==> config.mk <==
export PLATFORM = sky130hd
export DESIGN_NAME = adc_bridge_command_and_stream_unit
export DESIGN_NICKNAME = d
export VERILOG_FILES = /design/src/rtl/abcs_pkg.sv /design/src/rtl/abcs_front.sv /design/src/rtl/abcs_queue.sv /design/src/rtl/abcs_back.sv /design/src/rtl/adc_bridge_command_and_stream_unit.sv
export SDC_FILE = /design/constraint.sdc
export NUM_CORES = 1
export LEC_CHECK = 0
export BUFFER_PORTS_ARGS = -buffer_cell sky130_fd_sc_hd__buf_2
export CAP_MARGIN = 15
export CELL_PAD_IN_SITES_DETAIL_PLACEMENT = 1
export CELL_PAD_IN_SITES_GLOBAL_PLACEMENT = 1
export CORE_MARGIN = 10
export CORE_UTILIZATION = 49
export CTS_BUF_LIST = sky130_fd_sc_hd__clkbuf_4 sky130_fd_sc_hd__clkbuf_8
export DETAILED_ROUTE_END_ITERATION = 12
export MAX_ROUTING_LAYER = met4
export PLACE_DENSITY_LB_ADDON = 0.3
export SLEW_MARGIN = 20
export SYNTH_ARGS = -nofsm -noshare
export SYNTH_HDL_FRONTEND = slang
export SYNTH_SLANG_ARGS = --single-unit
export TNS_END_PERCENT = 5
==> constraint.sdc <==
create_clock -name aclk -period 10 [get_ports aclk]
set_clock_uncertainty 0.2 [all_clocks]
set_input_delay 2 -clock aclk [delete_from_list [all_inputs] [get_ports aclk]]
set_output_delay 2 -clock aclk [all_outputs]
set_load 0.01 [all_outputs]
==> src/rtl/abcs_pkg.sv <==
// Package: shared types and constants of the ADC bridge command unit.
`timescale 1ns / 1ps

package abcs_pkg;

    // Sizing
    localparam int CHANNEL_COUNT = 5;   // channels reported by count and get-all (1..8)
    localparam int REPORT_SLOTS  = 8;   // sample words in a get-all run (1..16)
    localparam int CONV_INPUTS   = 5;   // converter readings carried by each item
    localparam int MASK_W        = 8;
    localparam int SAMPLE_W      = 10;
    localparam int CONV_W        = 12;
    localparam int WORD_W        = 16;
    localparam int ARG_W         = 16;
    localparam int PERIOD_W      = 26;
    localparam int SLOT_W        = $clog2(REPORT_SLOTS + 1);
    localparam int Q_DEPTH       = 2;
    localparam int Q_AW          = (Q_DEPTH > 1) ? $clog2(Q_DEPTH) : 1;
    localparam int Q_CW          = $clog2(Q_DEPTH + 1);

    // Input action codes
    localparam logic [3:0] ACT_COUNT    = 4'd0;
    localparam logic [3:0] ACT_RES      = 4'd1;
    localparam logic [3:0] ACT_CHAN_EN  = 4'd2;
    localparam logic [3:0] ACT_CHAN_DIS = 4'd3;
    localparam logic [3:0] ACT_ENABLE   = 4'd4;
    localparam logic [3:0] ACT_DISABLE  = 4'd5;
    localparam logic [3:0] ACT_GET_VAL  = 4'd6;
    localparam logic [3:0] ACT_GET_ALL  = 4'd7;
    localparam logic [3:0] ACT_SET_CFG  = 4'd8;
    localparam logic [3:0] ACT_TICK     = 4'd9;

    // Minimum request lengths and fixed values
    localparam logic [2:0]          LEN_MIN_CMD = 3'd1;
    localparam logic [2:0]          LEN_MIN_ARG = 3'd2;
    localparam logic [2:0]          LEN_MIN_CFG = 3'd5;
    localparam logic [ARG_W-1:0]    RES_BITS    = 16'd10;
    localparam logic [9:0]          MS_TO_US    = 10'd1000;

    typedef enum logic [3:0] {
        OP_COUNT    = 4'd0,
        OP_RES      = 4'd1,
        OP_CHAN_EN  = 4'd2,
        OP_CHAN_DIS = 4'd3,
        OP_ENABLE   = 4'd4,
        OP_DISABLE  = 4'd5,
        OP_GET_VAL  = 4'd6,
        OP_GET_ALL  = 4'd7,
        OP_SET_CFG  = 4'd8,
        OP_TICK     = 4'd9,
        OP_FAIL     = 4'd10
    } op_t;

    typedef enum logic [1:0] {
        MODE_IDLE   = 2'd0,
        MODE_ACTIVE = 2'd1,
        MODE_STREAM = 2'd2
    } mode_t;

    // Decoded item handed from the decoder to the executor
    typedef struct packed {
        op_t                                     op;
        logic                                    chan_ok;  // channel below 8
        logic [2:0]                              chan;
        logic [ARG_W-1:0]                        arg;
        logic [CONV_INPUTS-1:0][SAMPLE_W-1:0]    rd;       // readings >> 2
    } cmd_t;

endpackage

==> src/rtl/abcs_front.sv <==
// Decoder: unpacks an input item and resolves every mode-independent check.
`timescale 1ns / 1ps

module abcs_front
    import abcs_pkg::*;
(
    input  logic [7:0]  s_tuser,   // [3:0] action
    input  logic [95:0] s_tdata,   // req_len, port, channel, argument, conv_ch0..conv_ch4
    output cmd_t        cmd
);

    logic [3:0]       action;
    logic [2:0]       req_len;
    logic [7:0]       port;
    logic [7:0]       channel;
    logic [ARG_W-1:0] argument;
    logic             hdr_ok;

    assign action   = s_tuser[3:0];
    assign req_len  = s_tdata[2:0];
    assign port     = s_tdata[10:3];
    assign channel  = s_tdata[18:11];
    assign argument = s_tdata[34:19];
    assign hdr_ok   = (req_len >= LEN_MIN_CMD) && (port == 8'd0);

    always_comb begin
        cmd.chan_ok = (channel < 8'd8);
        cmd.chan    = channel[2:0];
        cmd.arg     = argument;
        for (int i = 0; i < CONV_INPUTS; i++) begin
            cmd.rd[i] = s_tdata[35 + i*CONV_W + 2 +: SAMPLE_W];
        end

        cmd.op = OP_FAIL;
        if (action == ACT_TICK) begin
            cmd.op = OP_TICK;
        end else if (hdr_ok) begin
            case (action)
                ACT_COUNT: begin
                    cmd.op = OP_COUNT;
                end
                ACT_RES: begin
                    if (req_len >= LEN_MIN_ARG && argument == RES_BITS) begin
                        cmd.op = OP_RES;
                    end
                end
                ACT_CHAN_EN: begin
                    if (req_len >= LEN_MIN_ARG) begin
                        cmd.op = OP_CHAN_EN;
                    end
                end
                ACT_CHAN_DIS: begin
                    if (req_len >= LEN_MIN_ARG) begin
                        cmd.op = OP_CHAN_DIS;
                    end
                end
                ACT_ENABLE: begin
                    cmd.op = OP_ENABLE;
                end
                ACT_DISABLE: begin
                    cmd.op = OP_DISABLE;
                end
                ACT_GET_VAL: begin
                    if (req_len >= LEN_MIN_ARG && int'(channel) < CHANNEL_COUNT) begin
                        cmd.op = OP_GET_VAL;
                    end
                end
                ACT_GET_ALL: begin
                    cmd.op = OP_GET_ALL;
                end
                ACT_SET_CFG: begin
                    if (req_len >= LEN_MIN_CFG) begin
                        cmd.op = OP_SET_CFG;
                    end
                end
                default: begin
                    cmd.op = OP_FAIL;
                end
            endcase
        end
    end

endmodule

==> src/rtl/abcs_queue.sv <==
// Short FIFO of decoded items between decoder and executor.
`timescale 1ns / 1ps

module abcs_queue
    import abcs_pkg::*;
(
    input  logic aclk,
    input  logic aresetn,
    input  logic push,
    input  cmd_t push_cmd,
    output logic full,
    input  logic pop,
    output logic head_valid,
    output cmd_t head_cmd
);

    cmd_t            mem_reg [Q_DEPTH];
    logic [Q_AW-1:0] wr_ptr_reg, wr_ptr_next;
    logic [Q_AW-1:0] rd_ptr_reg, rd_ptr_next;
    logic [Q_CW-1:0] count_reg, count_next;
    logic            do_push, do_pop;

    assign full       = (count_reg == Q_CW'(Q_DEPTH));
    assign head_valid = (count_reg != '0);
    assign head_cmd   = mem_reg[rd_ptr_reg];
    assign do_push    = push && !full;
    assign do_pop     = pop && head_valid;

    always_comb begin
        wr_ptr_next = wr_ptr_reg;
        rd_ptr_next = rd_ptr_reg;
        count_next  = count_reg;
        if (do_push) begin
            wr_ptr_next = (int'(wr_ptr_reg) == Q_DEPTH - 1) ? '0 : wr_ptr_reg + 1'b1;
        end
        if (do_pop) begin
            rd_ptr_next = (int'(rd_ptr_reg) == Q_DEPTH - 1) ? '0 : rd_ptr_reg + 1'b1;
        end
        if (do_push && !do_pop) begin
            count_next = count_reg + 1'b1;
        end else if (do_pop && !do_push) begin
            count_next = count_reg - 1'b1;
        end
    end

    always_ff @(posedge aclk) begin
        if (!aresetn) begin
            wr_ptr_reg <= '0;
            rd_ptr_reg <= '0;
            count_reg  <= '0;
        end else begin
            wr_ptr_reg <= wr_ptr_next;
            rd_ptr_reg <= rd_ptr_next;
            count_reg  <= count_next;
        end
    end

    always_ff @(posedge aclk) begin
        if (do_push) begin
            mem_reg[wr_ptr_reg] <= push_cmd;
        end
    end

endmodule

==> src/rtl/abcs_back.sv <==
// Executor: owns mode, mask, samples and sampling timer; drives the result register.
`timescale 1ns / 1ps

module abcs_back
    import abcs_pkg::*;
(
    input  logic        aclk,
    input  logic        aresetn,
    input  logic        head_valid,
    input  cmd_t        head_cmd,
    output logic        pop,
    output logic        m_tvalid,
    input  logic        m_tready,
    output logic [15:0] m_tdata,   // [15:0] word
    output logic [7:0]  m_tuser,   // [0] success, [1] word_valid, [2] is_event
    output logic        m_tlast
);

    mode_t                mode_reg, mode_next;
    logic [MASK_W-1:0]    mask_reg, mask_next;
    logic [SAMPLE_W-1:0]  store_reg [CHANNEL_COUNT];
    logic [SAMPLE_W-1:0]  store_next [CHANNEL_COUNT];
    logic [PERIOD_W-1:0]  period_reg, period_next;
    logic [PERIOD_W-1:0]  remain_reg, remain_next;   // ticks left before the deadline
    logic [SLOT_W-1:0]    cnt_reg, cnt_next;         // get-all word position
    logic                 mv_reg, mv_next;
    logic [WORD_W-1:0]    word_reg, word_next;
    logic                 ok_reg, ok_next;
    logic                 wv_reg, wv_next;
    logic                 ev_reg, ev_next;
    logic                 last_reg, last_next;

    logic                 out_free, go;
    logic [PERIOD_W-1:0]  period_calc;
    logic [SLOT_W-1:0]    slot_idx;
    logic [SAMPLE_W-1:0]  sel_rd, sel_slot;
    logic [SAMPLE_W-1:0]  rd_ext [CHANNEL_COUNT];

    assign out_free    = !mv_reg || m_tready;
    assign go          = head_valid && out_free;
    assign period_calc = PERIOD_W'(head_cmd.arg) * PERIOD_W'(MS_TO_US);
    assign slot_idx    = cnt_reg - 1'b1;

    assign m_tvalid = mv_reg;
    assign m_tdata  = word_reg;
    assign m_tuser  = {5'd0, ev_reg, wv_reg, ok_reg};
    assign m_tlast  = last_reg;

    always_comb begin
        sel_rd   = '0;
        sel_slot = '0;
        for (int i = 0; i < CONV_INPUTS; i++) begin
            if (int'(head_cmd.chan) == i) begin
                sel_rd = head_cmd.rd[i];
            end
        end
        for (int i = 0; i < CHANNEL_COUNT; i++) begin
            rd_ext[i] = '0;
            for (int j = 0; j < CONV_INPUTS; j++) begin
                if (j == i) begin
                    rd_ext[i] = head_cmd.rd[j];
                end
            end
            if (int'(slot_idx) == i) begin
                sel_slot = store_reg[i];
            end
        end
    end

    always_comb begin
        mode_next   = mode_reg;
        mask_next   = mask_reg;
        store_next  = store_reg;
        period_next = period_reg;
        remain_next = remain_reg;
        cnt_next    = cnt_reg;
        mv_next     = mv_reg && !m_tready;
        word_next   = word_reg;
        ok_next     = ok_reg;
        wv_next     = wv_reg;
        ev_next     = ev_reg;
        last_next   = last_reg;
        pop         = 1'b0;

        if (go) begin
            pop       = 1'b1;
            mv_next   = 1'b1;
            word_next = '0;
            ok_next   = 1'b1;
            wv_next   = 1'b0;
            ev_next   = 1'b0;
            last_next = 1'b1;
            case (head_cmd.op)
                OP_COUNT: begin
                    word_next = WORD_W'(CHANNEL_COUNT);
                    wv_next   = 1'b1;
                end
                OP_RES: begin
                end
                OP_CHAN_EN, OP_CHAN_DIS: begin
                    if (mode_reg != MODE_IDLE) begin
                        ok_next = 1'b0;
                    end else if (head_cmd.chan_ok) begin
                        mask_next[head_cmd.chan] = (head_cmd.op == OP_CHAN_EN);
                    end
                end
                OP_ENABLE: begin
                    if (mode_reg != MODE_IDLE) begin
                        ok_next = 1'b0;
                    end else begin
                        mode_next = MODE_ACTIVE;
                        wv_next   = 1'b1;
                    end
                end
                OP_DISABLE: begin
                    if (mode_reg == MODE_STREAM) begin
                        ok_next = 1'b0;
                    end else begin
                        mode_next = MODE_IDLE;
                        wv_next   = 1'b1;
                    end
                end
                OP_GET_VAL: begin
                    if (mode_reg != MODE_ACTIVE) begin
                        ok_next = 1'b0;
                    end else begin
                        word_next = WORD_W'(sel_rd);
                        wv_next   = 1'b1;
                    end
                end
                OP_GET_ALL: begin
                    wv_next = 1'b1;
                    if (cnt_reg != '0 && int'(slot_idx) < CHANNEL_COUNT) begin
                        word_next = WORD_W'(sel_slot);
                    end
                    if (int'(cnt_reg) == REPORT_SLOTS) begin
                        cnt_next = '0;
                    end else begin
                        cnt_next  = cnt_reg + 1'b1;
                        last_next = 1'b0;
                        pop       = 1'b0;
                    end
                end
                OP_SET_CFG: begin
                    if (mode_reg == MODE_ACTIVE) begin
                        if (head_cmd.arg != '0) begin
                            period_next = period_calc;
                            remain_next = period_calc;
                            mode_next   = MODE_STREAM;
                            for (int i = 0; i < CHANNEL_COUNT; i++) begin
                                store_next[i] = '0;
                            end
                        end
                    end else if (mode_reg == MODE_STREAM) begin
                        if (head_cmd.arg != '0) begin
                            ok_next = 1'b0;
                        end else begin
                            mode_next = MODE_ACTIVE;
                        end
                    end
                end
                OP_TICK: begin
                    // no result unless the deadline is crossed
                    mv_next = 1'b0;
                    if (mode_reg == MODE_STREAM) begin
                        if (remain_reg == '0) begin
                            for (int i = 0; i < CHANNEL_COUNT; i++) begin
                                if (mask_reg[i]) begin
                                    store_next[i] = rd_ext[i];
                                end
                            end
                            remain_next = period_reg - 1'b1;
                            mv_next     = 1'b1;
                            ev_next     = 1'b1;
                        end else begin
                            remain_next = remain_reg - 1'b1;
                        end
                    end
                end
                default: begin
                    ok_next = 1'b0;
                end
            endcase
        end
    end

    always_ff @(posedge aclk) begin
        if (!aresetn) begin
            mode_reg   <= MODE_IDLE;
            mask_reg   <= '0;
            period_reg <= '0;
            remain_reg <= '0;
            cnt_reg    <= '0;
            mv_reg     <= 1'b0;
            for (int i = 0; i < CHANNEL_COUNT; i++) begin
                store_reg[i] <= '0;
            end
        end else begin
            mode_reg   <= mode_next;
            mask_reg   <= mask_next;
            period_reg <= period_next;
            remain_reg <= remain_next;
            cnt_reg    <= cnt_next;
            mv_reg     <= mv_next;
            store_reg  <= store_next;
        end
    end

    always_ff @(posedge aclk) begin
        word_reg <= word_next;
        ok_reg   <= ok_next;
        wv_reg   <= wv_next;
        ev_reg   <= ev_next;
        last_reg <= last_next;
    end

`ifndef NO_ASSERTIONS
    a_remain_bound: assert property (@(posedge aclk) disable iff (!aresetn)
        (mode_reg == MODE_STREAM) |-> (period_reg != '0 && remain_reg <= period_reg))
        else $error("sampling timer out of range while streaming");

    a_cnt_owner: assert property (@(posedge aclk) disable iff (!aresetn)
        (cnt_reg != '0) |-> (head_valid && head_cmd.op == OP_GET_ALL))
        else $error("get-all position set without a get-all at the head");

    a_mask_idle: assert property (@(posedge aclk) disable iff (!aresetn)
        (mode_reg != MODE_IDLE) |=> $stable(mask_reg))
        else $error("channel mask changed outside idle");

    a_event_shape: assert property (@(posedge aclk) disable iff (!aresetn)
        (mv_reg && ev_reg) |-> (ok_reg && !wv_reg && last_reg && word_reg == '0))
        else $error("malformed event item");
`endif

endmodule

==> src/rtl/adc_bridge_command_and_stream_unit.sv <==
// Top level: ADC bridge command unit with decoder, item queue and executor.
`timescale 1ns / 1ps

// Each input item is a host command or one microsecond tick, selected by
// s_tuser[3:0]. The decoder checks length, port and opcode on entry and
// writes the decoded item into a two-entry queue; the executor takes the
// queue head, applies the mode rules, updates the state and loads the
// one-deep result register. Commands and ticks retire one per cycle while
// the result register is free or being drained, so ticks can stream in
// back to back; a result is registered and shows in the cycle after its
// item is taken. A get-all holds the head for REPORT_SLOTS + 1 words (9 as
// built), one per cycle while the output is free, and the queue fills
// behind it. A tick that crosses the sampling deadline gives one event
// item (is_event set, last set); other ticks give no item. The sampling
// timer is a countdown reloaded with the period in microseconds, so the
// 64-bit clock is not kept. No clearing pass; control and samples reset.

module adc_bridge_command_and_stream_unit
    import abcs_pkg::*;
(
    input  logic        aclk,
    input  logic        aresetn,

    input  logic        s_tvalid,
    output logic        s_tready,
    // [2:0] req_len, [10:3] port, [18:11] channel, [34:19] argument,
    // [46:35] conv_ch0, [58:47] conv_ch1, [70:59] conv_ch2,
    // [82:71] conv_ch3, [94:83] conv_ch4, [95] zero
    input  logic [95:0] s_tdata,
    input  logic [7:0]  s_tuser,   // [3:0] action

    output logic        m_tvalid,
    input  logic        m_tready,
    output logic [15:0] m_tdata,   // [15:0] word
    output logic [7:0]  m_tuser,   // [0] success, [1] word_valid, [2] is_event
    output logic        m_tlast    // last item of the run
);

    cmd_t dec_cmd;
    cmd_t head_cmd;
    logic q_full;
    logic head_valid;
    logic pop;

    assign s_tready = !q_full;

    // Stateless decode of the incoming item
    abcs_front u_front (
        .s_tuser (s_tuser),
        .s_tdata (s_tdata),
        .cmd     (dec_cmd)
    );

    // Decouples acceptance from execution
    abcs_queue u_queue (
        .aclk       (aclk),
        .aresetn    (aresetn),
        .push       (s_tvalid),
        .push_cmd   (dec_cmd),
        .full       (q_full),
        .pop        (pop),
        .head_valid (head_valid),
        .head_cmd   (head_cmd)
    );

    // Mode rules, state and result register
    abcs_back u_back (
        .aclk       (aclk),
        .aresetn    (aresetn),
        .head_valid (head_valid),
        .head_cmd   (head_cmd),
        .pop        (pop),
        .m_tvalid   (m_tvalid),
        .m_tready   (m_tready),
        .m_tdata    (m_tdata),
        .m_tuser    (m_tuser),
        .m_tlast    (m_tlast)
    );

endmodule
# Word-level counts from Yosys, hierarchy flattened
# Memory sizes are Yosys's and may differ from the RTL's. A register that Yosys moved wholly into a read port is not among the register bits.
# Index checks and enable logic that the tools add are counted.
# word_totals
reg_bits	138
mem_bits_rw	148
elab_cells	198
mem_count	1
# op_classes
n_addsub	8
multipliers	1
order_cmp	8
eq_ne	46
n_mux	70
bitwise_logic	1
reduce_logical	44
# memory_table
memory	depth	word_bits	read_ports	rd_ports_with_merged_regs	wr	line_no	source
u_queue.mem_reg	2	74	1	1	1	abcs_queue.sv:17	cmd_t mem_reg [Q_DEPTH];
# op_table
op	count
two-way mux 50 bit	4
two-way mux 10 bit	17
two-way mux 26 bit	4
one-hot mux 50 bit (2 select lines)	1
one-hot mux 26 bit (2 select lines)	1
subtractor 26 x 1 -> 26 bit (second input constant)	2
one-hot mux 16 bit (3 select lines)	1
AND reduction 7 bit	6
equality test 4 x 3 -> 1 bit (second input constant)	10
one-hot mux 4 bit (9 select lines)	1
two-way mux 4 bit	7
zero test 26 bit	1
equality test 4 bit (second input constant)	6
multiplier 16 x 7 -> 23 bit (second input constant)	1
equality test 4 x 2 -> 1 bit (second input constant)	5
two-way mux 1 bit	20
inequality test 2 x 1 -> 1 bit (second input constant)	10
two-way mux 2 bit	9
equality test 16 x 4 -> 1 bit (second input constant)	1
nonzero test 16 bit	1
zero test 4 bit	3
logical AND 1 bit	11
equality test 3 bit (second input constant)	3
bitwise mux 8 bit	1
other kinds (38)	52

# Logic depth before layout (Yosys ltp)
# depth
word_depth	9
ltp_mapped	24

# By module
# From an unflattened synthesis, not the netlist that was laid out.
# unflattened
hier_cells	1525
area_unflattened_um2	16354.4
# by_module_without_submodules
module	instances	cells_per_inst	area_each_um2	seq_area_each_um2
abcs_back	1	1165	10009.6	2642.5
abcs_queue	1	255	5594.1	4544.4
abcs_front	1	104	747.0	0.0
adc_bridge_command_and_stream_unit	1	1	3.8	0.0

# Worst setup path before layout
# OpenSTA, ideal clock, no wires.
# synth_path
path_type	register to register
start	register with a tool-made name
end	register u_back.remain_reg[22]
setup_ps	79
arrival_ps	6667
slack_ps	3054
stages_incl_launch_ff	22
n_path_buf	5
synth_period_minus_slack_ps	6946
cell_sequence	dfxtp_1 > buf_2 > buf_1 > clkbuf_1 > buf_1 > buf_2 > mux2i_1 > inv_1 > ha_1 > inv_1 > fa_1 > fa_1 > fa_1 > inv_1 > ha_1 > a21oi_1 > o21ai_0 > or4_1 > o21ai_0 > a21boi_1 > or4_1 > o211ai_1
# synth_lines
element	line_no	source
end signal: assignment	abcs_back.sv:202	remain_reg <= remain_next;
end: declaration	abcs_back.sv:24	logic [PERIOD_W-1:0] remain_reg, remain_next;

==> flow_metrics.py <==
metrics = {
    "run_status": {
        "status": "finished, final reports clean",
    },
    "worst_setup_path": {
        "critical_path.slowest_cell": "mux2i_1",
        "cp_top_family": "adder cells",
        "cp.depth": 14,
        "path_class": "flop to flop",
        "rr_endpoint": "u_back.remain_reg[22]",
        "path_cells": "mux2i_1, fa_1, fa_1, fa_1, fa_1, inv_1, ha_1, a21oi_1, o21ai_0, or4_1, o21ai_0, a21boi_1, or4_1, o211ai_1",
        "rr_worst_depth": 14,
        "critPathLaunchType": "flop",
        "reg2reg_slack_ns": 3.70,
        "required_ns": 10.30,
        "path_max_fanout": 25,
        "worst_setup_path_end_kind": "flop",
        "crit_path_frequent_cell": "fa_1",
        "worst_path_largest_cell_delay_ns": 0.89,
        "arrival_ns": 6.60,
        "critPathBufInv": 1,
    },
    "detailed_routing": {
        "drtAntennaViolNets": 0,
        "drt_iter0_drc": 964,
        "wl_mm": 44.9,
        "dr.pass1.iters": 5,
        "num_vias": 12300,
        "vias_per_cell": 5.95,
        "drc_errors": 0,
        "post_drt_wl_per_cell_um": 21.8,
    },
    "clock_tree": {
        "ctsHoldBuffers": 0,
        "root_buffer": "clkbuf_8",
        "cts.repair.resized": 0,
        "htreeDepth": 2,
        "post_cts_buffers": 0,
        "cts.sinks": 278,
        "cts_buffers": 48,
        "cts_tree": "done",
        "worstSkewPairLatency_ns": 0.59,
        "clk_pin_slew_ns": 0.07,
        "cts.path.max_buffers": 3,
    },
    "global_route": {
        "grt_pass1_wl_mm": 71.5,
        "grt_pass1_vias": 12900,
        "antenna_found_initial": 0,
        "grt_max_degree": 91,
        "track_usage_pct": 23.6,
        "grt_overflow_total": 0,
    },
    "layout": {
        "final_common_cell": "nor2_1",
        "layout.nets": 1854,
        "seq_area_mm2": 0.00719,
        "final_cell_count_no_fill": 2064,
        "multi_input_area_mm2": 0.00763,
        "largest_reg_flops": 148,
        "area_growth_pct": 11.7,
        "fill_cells": 3458,
        "mostFrequentLayoutCells": "nor2_1 (172), edfxtp_1 (162), a21oi_1 (125)",
        "drive_gt1_share_pct": 13.9,
    },
    "sta": {
        "hold_viol": 0,
        "finalSetupViolations": 0,
        "tightest_slew_ns": 1.09,
        "rsz0062_at_grt": "no",
        "finalCritPeriodShare_pct": 63.0,
        "fin_setup_tns_ns": 0,
        "relSlewSlack_pct": 27.5,
        "min_period_ns": 6.30,
        "fmax_mhz": 159,
        "slew_viol_final": 0,
    },
    "floorplanning": {
        "start_util_pct": 49.3,
        "die_h_um": 198,
        "die_x_um": 198,
        "placementRows": 65,
        "fp.dieArea_mm2": 0.0391,
        "core_region_area_mm2": 0.0314,
        "io_pins": 135,
    },
    "flow_run": {
        "drv_cap": 0,
    },
    "synthesis": {
        "synth_top_area_share_pct": 31.4,
        "yosys_warnings": 0,
        "ys_ff_latch": 278,
        "synth_area_leaders": "edfxtp_1 (31%), dfxtp_1 (15%), fa_1 (7.0%)",
        "yosysTopAreaCell": "edfxtp_1",
        "synth_edf_count": 162,
        "synth_cell_type_count": 76,
        "syn_area_per_cell_um2": 10.1,
        "ys.flop_type": "edfxtp_1",
        "synthArstFlopShare_pct": 0,
        "netlist_area_mm2": 0.0155,
        "netlist_instances": 1529,
        "synth-seq-area-share_pct": 46.4,
    },
    "place": {
        "port_buffers": 108,
        "gp_congestion": 0.861,
        "dpl.cell_count": 1974,
        "dp_hpwl_mm": 31.6,
    },
    "hold_path": {
        "min_from": "u_back.store_reg[2]",
        "hold_depth": 2,
        "hold_path_end": "u_back.store_reg[2]",
        "hp-class": "flop to flop",
    },
}
==> kinds of logic (layout without fill, tap and decap cells) <==
family,Yosys count,after routing,share of synthesized area [%]
xor gates and xnor gates,48,48,2.71
and+or+nand+nor,489,489,14.9
adders and majority gates,124,124,12.6
DFF,278,278,46.4
AOI/OAI and AO/OA,321,321,12.9
buffers and inverters,182,304,4.82
muxes,86,86,5.62
other,1,12,0.0242
==> synthesized netlist by cell type, drive strengths merged, types with 24 or more instances <==
library cell / number
mux2i: 78
nand3: 32
inv: 96
dfxtp: 116
o21ai: 62
buf: 27
nor2: 173
ha: 70
edfxtp: 162
clkbuf: 58
a211oi: 31
fa: 54
xnor2: 24
a21oi: 125
nor3: 74
xor2: 24
nand2: 114
==> worst reg2reg max path, stage by stage (launching register included) <==
cell and delay, ns:
dfxtp_4 0.61, mux2i_1 0.92, fa_1 0.59, fa_1 0.55, fa_1 0.45, fa_1 0.52
inv_1 0.04, ha_1 0.36, a21oi_1 0.21, o21ai_0 0.12, or4_1 0.42, o21ai_0 0.27
a21boi_1 0.18, or4_1 0.64, o211ai_1 0.13
==> layout make-up <==
cell class	count	share of cell area, %
Antenna cell	1	0.0145
Clock buffer	66	4.71
Clock inverter	23	1.03
Inverter	97	2.10
Multi-Input combinational cell	1079	44.1
Sequential cell	278	41.6
Tap cell	402	2.91
Timing Repair Buffer	118	3.56
==> routing by layer <==
metal,track usage [%],up-vias,share of wire [%]
li1,-,5674,-
met1,32.3,6128,47
met2,35.9,411,45
met3,3.97,62,6.3
met4,5.50,0,1.7
met5,-,-,0
==> worst max-delay path by stage <==
stage,startpoint,to,slack [ns]
global route,flop,u_back.remain_reg[22],3.34
CTS,flop,u_back.remain_reg[22],3.67
detailed placement,flop,u_back.remain_reg[22],3.71
finish,flop,u_back.remain_reg[22],3.70
floorplan,flop,u_back.remain_reg[22],3.05
global placement,flop,u_back.remain_reg[22],3.86
==> stage by stage <==
step	hold WS, ns	cell area (um2)	setup slack, ns	util [%]
finish	0.273	17300	3.70	55.1
global route	0.297	17300	3.34	55.1
CTS	0.270	17300	3.67	55.1
detailed placement	0.262	16300	3.71	51.9
global placement	0.247	16300	3.86	51.9
floorplan	0.232	15500	3.05	-
Power is not shown: default switching activity piles up to over one toggle a cycle in this logic, so the estimate is an artifact.
